### config.mk
export PLATFORM = sky130hd
export DESIGN_NAME = sorted_leaf_insert_table_core
export DESIGN_NICKNAME = d
export VERILOG_FILES = /design/src/slit_pkg.sv /design/src/slit_ram.sv /design/src/sorted_leaf_insert_table_core.sv
export SDC_FILE = /design/constraint.sdc
export NUM_CORES = 2
export LEC_CHECK = 0
export BUFFER_PORTS_ARGS = -buffer_cell sky130_fd_sc_hd__buf_2
export CAP_MARGIN = 20
export CORE_MARGIN = 1.5
export CORE_UTILIZATION = 61
export DETAILED_ROUTE_END_ITERATION = 7
export PLACE_DENSITY = 0.9
export SYNTH_ARGS = -nofsm -noshare
export SYNTH_HDL_FRONTEND = slang
export SYNTH_HIERARCHICAL = 1
export SYNTH_SLANG_ARGS = --single-unit
### constraint.sdc
create_clock -name clk -period 10.38 [get_ports clk]
set_input_delay 0.519 -clock clk [delete_from_list [all_inputs] [get_ports clk]]
set_output_delay 0.519 -clock clk [all_outputs]
set_load 0.01 [all_outputs]
### src/slit_pkg.sv
// ----------------------------------------------------------------------------
// slit_pkg
// Shared types and constants for the sorted leaf insert table: sizes, request
// and status codes, register map and the controller state type.
// ----------------------------------------------------------------------------
package slit_pkg;

	localparam int CAPACITY = 16;
	localparam int ADDR_W   = $clog2(CAPACITY);
	localparam int CNT_W    = 5;
	localparam int KEY_W    = 32;
	localparam int VAL_W    = 32;
	localparam int ENTRY_W  = KEY_W + VAL_W;

	localparam logic [CNT_W-1:0] CAP_CNT = CNT_W'(CAPACITY);

	// Register map
	localparam int                CFG_AW               = 3;
	localparam logic [CFG_AW-1:0] REG_ADDR_MAX_ENTRIES = 3'd0;
	localparam logic [CNT_W-1:0]  MAX_ENTRIES_RST      = 5'd16;

	// Request codes
	localparam logic [1:0] REQ_PUT  = 2'd0;
	localparam logic [1:0] REQ_READ = 2'd1;
	localparam logic [1:0] REQ_POP  = 2'd2;

	// Status codes
	localparam logic [1:0] STAT_DONE    = 2'd0;
	localparam logic [1:0] STAT_UPDATED = 2'd1;
	localparam logic [1:0] STAT_FULL    = 2'd2;
	localparam logic [1:0] STAT_RANGE   = 2'd3;

	typedef enum logic [2:0] {
		ST_IDLE,
		ST_SEARCH,
		ST_DECIDE,
		ST_SHIFT,
		ST_INSERT,
		ST_RDWAIT,
		ST_DONE
	} state_t;

endpackage

### src/slit_ram.sv
// ----------------------------------------------------------------------------
// slit_ram
// Generic single-clock RAM, one write port and one read port, registered read.
// ----------------------------------------------------------------------------
module slit_ram #(
	parameter int WIDTH = 64,
	parameter int DEPTH = 16
) (
	input  logic                     clk,
	input  logic                     we,
	input  logic [$clog2(DEPTH)-1:0] waddr,
	input  logic [WIDTH-1:0]         wdata,
	input  logic [$clog2(DEPTH)-1:0] raddr,
	output logic [WIDTH-1:0]         rdata
);

	logic [WIDTH-1:0] mem [DEPTH];

	always_ff @(posedge clk) begin
		if (we) begin
			mem[waddr] <= wdata;
		end
		rdata <= mem[raddr];
	end

endmodule

### src/sorted_leaf_insert_table_core.sv
// ----------------------------------------------------------------------------
// sorted_leaf_insert_table_core
// Key/value table kept in ascending key order, as in a B+ tree leaf. Put
// updates a present key or inserts in order, read returns an entry, pop
// removes the last entry. Entries live in one RAM of key:value words.
// ----------------------------------------------------------------------------
//  channel  | handshake                  | word
//  ---------+----------------------------+-------------------------------------
//  request  | in_valid / in_ready        | req_type, key, value, index
//  result   | out_valid / out_ready      | status, key_out, value_out, count
//  config   | psel/penable/pwrite/pready | paddr, pwdata, prdata
//
//  One request at a time. Pop and bad codes go from idle to done; a read in
//  range passes rdwait. A put searches, decides and, to insert below the end,
//  moves the entries above its position up in shift before insert.
//  Reset clears state, count and out_valid and sets limit 16; no RAM clearing.
//  A new request is taken while a finished word waits in the output register.
// ----------------------------------------------------------------------------
module sorted_leaf_insert_table_core (
	input  logic        clk,
	input  logic        arst_n,
	// request channel
	input  logic        in_valid,
	output logic        in_ready,
	input  logic [1:0]  req_type,
	input  logic [31:0] key,
	input  logic [31:0] value,
	input  logic [3:0]  index,
	// result channel
	output logic        out_valid,
	input  logic        out_ready,
	output logic [1:0]  status,
	output logic [31:0] key_out,
	output logic [31:0] value_out,
	output logic [4:0]  count,
	// configuration port
	input  logic        psel,
	input  logic        penable,
	input  logic        pwrite,
	input  logic [2:0]  paddr,
	input  logic [31:0] pwdata,
	output logic [31:0] prdata,
	output logic        pready
);

	localparam int AW = slit_pkg::ADDR_W;
	localparam int CW = slit_pkg::CNT_W;

	slit_pkg::state_t state_q, state_d;

	logic [CW-1:0]      count_q, count_d;
	logic [CW-1:0]      max_entries_q;
	logic [CW-1:0]      limit;
	logic [31:0]        req_key_q, req_value_q;
	logic [AW-1:0]      scan_q, scan_d;
	logic [CW-1:0]      pos_q, pos_d;
	logic               found_q, found_d;
	logic [1:0]         res_status_q, res_status_d;
	logic [31:0]        res_key_q, res_key_d;
	logic [31:0]        res_value_q, res_value_d;
	logic               out_valid_q;
	logic [1:0]         status_q;
	logic [31:0]        key_out_q, value_out_q;
	logic [CW-1:0]      count_out_q;
	logic               out_free;
	logic               cfg_wr;

	logic                          ram_we;
	logic [AW-1:0]                 ram_waddr, ram_raddr;
	logic [slit_pkg::ENTRY_W-1:0]  ram_wdata, ram_rdata;
	logic [31:0]                   rd_key, rd_value;

	slit_ram #(
		.WIDTH(slit_pkg::ENTRY_W),
		.DEPTH(slit_pkg::CAPACITY)
	) u_ram (
		.clk  (clk),
		.we   (ram_we),
		.waddr(ram_waddr),
		.wdata(ram_wdata),
		.raddr(ram_raddr),
		.rdata(ram_rdata)
	);

	assign rd_key   = ram_rdata[slit_pkg::ENTRY_W-1:slit_pkg::VAL_W];
	assign rd_value = ram_rdata[slit_pkg::VAL_W-1:0];

	assign limit    = (max_entries_q > slit_pkg::CAP_CNT) ? slit_pkg::CAP_CNT : max_entries_q;
	assign in_ready = (state_q == slit_pkg::ST_IDLE);
	assign out_free = !out_valid_q || out_ready;

	// Configuration port
	assign pready = 1'b1;
	assign cfg_wr = psel && penable && pwrite && (paddr == slit_pkg::REG_ADDR_MAX_ENTRIES);
	assign prdata = (paddr == slit_pkg::REG_ADDR_MAX_ENTRIES) ?
		{{(32-CW){1'b0}}, max_entries_q} : 32'd0;

	always_ff @(posedge clk or negedge arst_n) begin
		if (!arst_n) begin
			state_q       <= slit_pkg::ST_IDLE;
			count_q       <= '0;
			max_entries_q <= slit_pkg::MAX_ENTRIES_RST;
			out_valid_q   <= 1'b0;
		end else begin
			state_q <= state_d;
			count_q <= count_d;
			if (cfg_wr) begin
				max_entries_q <= pwdata[CW-1:0];
			end
			if (state_q == slit_pkg::ST_DONE && out_free) begin
				out_valid_q <= 1'b1;
			end else if (out_ready) begin
				out_valid_q <= 1'b0;
			end
		end
	end

	always_ff @(posedge clk) begin
		if (in_valid && in_ready) begin
			req_key_q   <= key;
			req_value_q <= value;
		end
		scan_q       <= scan_d;
		pos_q        <= pos_d;
		found_q      <= found_d;
		res_status_q <= res_status_d;
		res_key_q    <= res_key_d;
		res_value_q  <= res_value_d;
		if (state_q == slit_pkg::ST_DONE && out_free) begin
			status_q    <= res_status_q;
			key_out_q   <= res_key_q;
			value_out_q <= res_value_q;
			count_out_q <= count_q;
		end
	end

	always_comb begin
		state_d      = state_q;
		count_d      = count_q;
		scan_d       = scan_q;
		pos_d        = pos_q;
		found_d      = found_q;
		res_status_d = res_status_q;
		res_key_d    = res_key_q;
		res_value_d  = res_value_q;
		ram_we       = 1'b0;
		ram_waddr    = pos_q[AW-1:0];
		ram_wdata    = {req_key_q, req_value_q};
		ram_raddr    = scan_q;

		unique case (state_q)
			slit_pkg::ST_IDLE: begin
				if (in_valid) begin
					res_key_d    = '0;
					res_value_d  = '0;
					res_status_d = slit_pkg::STAT_RANGE;
					unique case (req_type)
						slit_pkg::REQ_PUT: begin
							if (count_q == '0) begin
								pos_d   = '0;
								found_d = 1'b0;
								state_d = slit_pkg::ST_DECIDE;
							end else begin
								ram_raddr = '0;
								scan_d    = '0;
								state_d   = slit_pkg::ST_SEARCH;
							end
						end
						slit_pkg::REQ_READ: begin
							if (CW'(index) < count_q) begin
								ram_raddr = index;
								state_d   = slit_pkg::ST_RDWAIT;
							end else begin
								state_d = slit_pkg::ST_DONE;
							end
						end
						slit_pkg::REQ_POP: begin
							if (count_q != '0) begin
								count_d      = count_q - 1'b1;
								res_status_d = slit_pkg::STAT_DONE;
							end
							state_d = slit_pkg::ST_DONE;
						end
						default: begin
							state_d = slit_pkg::ST_DONE;
						end
					endcase
				end
			end
			slit_pkg::ST_SEARCH: begin
				// rdata holds the entry at scan_q; stop at the first key not below
				if (rd_key >= req_key_q) begin
					pos_d   = CW'(scan_q);
					found_d = (rd_key == req_key_q);
					state_d = slit_pkg::ST_DECIDE;
				end else if (CW'(scan_q) + 1'b1 == count_q) begin
					pos_d   = count_q;
					found_d = 1'b0;
					state_d = slit_pkg::ST_DECIDE;
				end else begin
					ram_raddr = scan_q + 1'b1;
					scan_d    = scan_q + 1'b1;
				end
			end
			slit_pkg::ST_DECIDE: begin
				if (found_q) begin
					ram_we       = 1'b1;
					res_status_d = slit_pkg::STAT_UPDATED;
					state_d      = slit_pkg::ST_DONE;
				end else if (count_q >= limit) begin
					res_status_d = slit_pkg::STAT_FULL;
					state_d      = slit_pkg::ST_DONE;
				end else if (pos_q == count_q) begin
					ram_we       = 1'b1;
					count_d      = count_q + 1'b1;
					res_status_d = slit_pkg::STAT_DONE;
					state_d      = slit_pkg::ST_DONE;
				end else begin
					// open a gap: move entries up from the last one down to pos
					ram_raddr = AW'(count_q - 1'b1);
					scan_d    = AW'(count_q - 1'b1);
					state_d   = slit_pkg::ST_SHIFT;
				end
			end
			slit_pkg::ST_SHIFT: begin
				ram_we    = 1'b1;
				ram_waddr = scan_q + 1'b1;
				ram_wdata = ram_rdata;
				if (CW'(scan_q) == pos_q) begin
					state_d = slit_pkg::ST_INSERT;
				end else begin
					ram_raddr = scan_q - 1'b1;
					scan_d    = scan_q - 1'b1;
				end
			end
			slit_pkg::ST_INSERT: begin
				ram_we       = 1'b1;
				count_d      = count_q + 1'b1;
				res_status_d = slit_pkg::STAT_DONE;
				state_d      = slit_pkg::ST_DONE;
			end
			slit_pkg::ST_RDWAIT: begin
				res_key_d    = rd_key;
				res_value_d  = rd_value;
				res_status_d = slit_pkg::STAT_DONE;
				state_d      = slit_pkg::ST_DONE;
			end
			slit_pkg::ST_DONE: begin
				if (out_free) begin
					state_d = slit_pkg::ST_IDLE;
				end
			end
			default: begin
				state_d = slit_pkg::ST_IDLE;
			end
		endcase
	end

	assign out_valid = out_valid_q;
	assign status    = status_q;
	assign key_out   = key_out_q;
	assign value_out = value_out_q;
	assign count     = count_out_q;

endmodule

==> results.cfg <==
[timing]
tightest_slew_ns = 1.25
max_freq_ghz = 0.158
grt_setup_unrepaired = no
min_period_ns = 6.33
relSlewSlack_pct = 15.6
finClkSkew_ns = 0.0266
totalNegativeSetupSlack_ns = 0
maxSlewViolCount = 0
setup_viol = 0
hold_viol = 0
finalCritPeriodShare_pct = 61.0

[yosys]
synth_compound_area_share_pct = 3.55
synth-adder-area-share_pct = 1.12
synth_edf_count = 1235
synthSimpleGateAreaFrac_pct = 4.02
synth_cell_types = 73
synth_top_family_by_area = multiplexers
synthMuxAreaShare_pct = 11.6
synth_top_area_cell = edfxtp_1
ys_seq_elements = 1313
ys.flop_type = edfxtp_1
syn_area_mm2 = 0.0501
synth_area_leaders = edfxtp_1 (74%), mux4_2 (12%), dfxtp_1 (2.6%)
avgSynthCellArea_um2 = 19.9
ys_warn_count = 6
yosys.area.top_type_share_pct = 74.0
ys_seq_area_share_pct = 77.3
synthXorXnorAreaFrac_pct = 0.429
async_reset_ff_share_pct = 1.07
syn_inst = 2522

[route]
ant_nets = 0
drt_iter0_markers = 4625
first_pass_iters = 7
vias = 28000
vias_per_cell = 7.04
wirelength_mm = 140
wl_per_cell_um = 35.1
drc = 0

[clocking]
cts_resized = 0
root_buffer = clkbuf_16
cts_buffers = 119
clockBufferDepth = 3
cts_tree = yes
cts.clk_slew.worst_paths_ns = 0.07
clock-sinks = 1313
htreeDepth = 3
clock_latency_ns = 0.71
post-cts-setup-buffer-count = 0
hold_buffers = 59

[global_route]
grt_max_degree = 107
grt_pass1_wl_mm = 199
grt_antenna_before_repair = 1
grt_pass1_vias = 29000
grt_util_all_layers_pct = 33.7
overflow = 0

[pwr]
power_density_mw_per_mm2 = 344
power.switching_w = 0.00700
p_leak_nw = 19.1
swShare_pct = 35.8
worst_ir_drop_vdd_mv = 0.479
clockPowerShare_pct = 23.6
p_int_w = 0.0126
seqPwrFrac_pct = 38.6
pwr-share-comb_pct = 37.8

[layout]
final_common_cell = edfxtp_1
layout_common_cells = edfxtp_1 (1235), mux4_2 (256), nand2_1 (227), buf_2 (175), a22oi_1 (132)
fill_cells = 4360
final_cells = 3975
nets = 2965
diodes = 0
layout-drive-gt1-share_pct = 24.8
area_growth_syn_to_layout_pct = 13.5

[place]
place.gp.congestion = 0.878
portBuffers = 162
placed_cells = 3684
dp.final_hpwl_mm = 61.6

[hold_path]
hold_path_depth = 1
holdPathEnd = req_key_q[13]
hp-start = key[13]
hp-class = primary input to flop

[worst_setup_path]
required_ns = 10.95
crit_type = flop to flop
critPathCaptureType = flop
r2r_end = u_ram/rdata[6]
ff2ff_setup_slack_ns = 4.05
r2r_cells = 14
cp_max_fo = 58
arrival_ns = 6.90
rr_startpoint = req_key_q[29]
startpoint_type = flop

[die]
die_area_mm2 = 0.0839
initial_core_util_pct = 61.9
die_w_um = 290
fp-row-count = 104
design.portCount = 218
core-area_mm2 = 0.0809
fp.dieH_um = 290

[outcome]
status = completed

[job]
drv_cap = 0
## area by class of cell
cell class | count | area (um2) | share of cell area [%]
Clock buffer | 146 | 3200 | 5.63
Clock inverter | 82 | 822 | 1.45
Inverter | 45 | 169 | 0.297
Multi-Input combinational cell | 1041 | 10700 | 18.8
Sequential cell | 1313 | 38700 | 68.1
Tap cell | 1060 | 1330 | 2.33
Timing Repair Buffer | 288 | 1920 | 3.37
## power groups by stage
stage | logic (W) | registers [W] | clock network (W)
3_3_place_gp | 0.00639 | 0.00752 | 0
5_1_grt | 0.00765 | 0.00758 | 0.00481
4_1_cts | 0.00716 | 0.00752 | 0.00458
6_report | 0.00740 | 0.00755 | 0.00461
2_1_floorplan | 0.00507 | 0.00745 | 0
3_5_place_dp | 0.00681 | 0.00758 | 0
## cell families (layout without fill, tap and decap cells)
group           count (synthesis)  after routing
compound gates                254            254
xor+xnor                       23             23
fa+ha+maj                      45             45
buf+inv                       194            561
flops                        1313           1313
mux                           262            262
other cells                     2             28
simple gates                  429            429
## critical path: stages, from the launching register on
cell and delay (ns):
edfxtp_1 0.40, inv_1 0.09, ha_1 0.33, nand4_1 0.25
nor4_1 0.79, nand4_1 0.51, a41oi_4 0.46, nor3_4 0.13
o211ai_1 0.41, o2bb2ai_4 0.39, buf_4 0.72, buf_4 0.83
mux4_2 0.44, a22oi_1 0.23, nand2_1 0.12
## metal layers
layer / up-vias / GRT usage [%] / part of all wire [%]
met1: 13700 / 42.1 / 31
li1: 10700 / - / -
met4: 0 / 19.3 / 6.4
met3: 614 / 6.75 / 13
met5: - / 0 / 0
met2: 2966 / 55.7 / 49
## state kept, by name, indices dropped and copies added, names as in the netlist
register	flops
pos_q	5
u_ram/mem	1024
out_valid	1
status	2
res_value_q	32
value_out	32
scan_q	4
req_value_q	32
res_key_q	32
req_key_q	32
max_entries_q	5
count_q	5
u_ram/rdata	64
count	5
res_status_q	2
state_q	3
found_q	1
key_out	32
## cells in the mapped netlist, drive strengths merged (5+ instances only)
cell	instances
mux4	256
o22ai	6
xnor2	17
clkbuf	64
dfxtp	64
buf	85
nand2b	10
ha	45
nor2	44
and2	73
edfxtp	1235
nand3	9
dfrtp	13
a21oi	23
inv	45
nand4	10
nor2b	14
mux2	6
nor3	17
nand2	228
a22oi	132
xor2	5
o21ai	54
## stage by stage
step           power, W  setup WS, ns  hold WS, ns  util [%]  area, um2
2_1_floorplan    0.0125          3.06        0.223         -      50200
3_3_place_gp     0.0139          4.71        0.406      64.4      52100
3_5_place_dp     0.0144          4.52        0.405      64.5      52200
4_1_cts          0.0193          4.41      0.00123      70.2      56800
5_1_grt          0.0200          4.03      0.00918      70.2      56900
6_report         0.0196          4.05       0.0130      70.2      56900
## how the worst max path moves through the flow
stage | from | end | slack [ns] | depth (start not counted)
4_1_cts | req_key_q[29] | u_ram/rdata[59] | 4.41 | 14
3_5_place_dp | req_key_q[28] | u_ram/rdata[54] | 4.52 | 14
6_report | req_key_q[29] | u_ram/rdata[6] | 4.05 | 14
3_3_place_gp | req_key_q[31] | u_ram/rdata[4] | 4.71 | 14
5_1_grt | req_key_q[29] | u_ram/rdata[6] | 4.03 | 14
2_1_floorplan | count_q[0] | u_ram/mem[0][0] | 3.06 | 11
No activity file was read; power rests on OpenSTA's default activity.
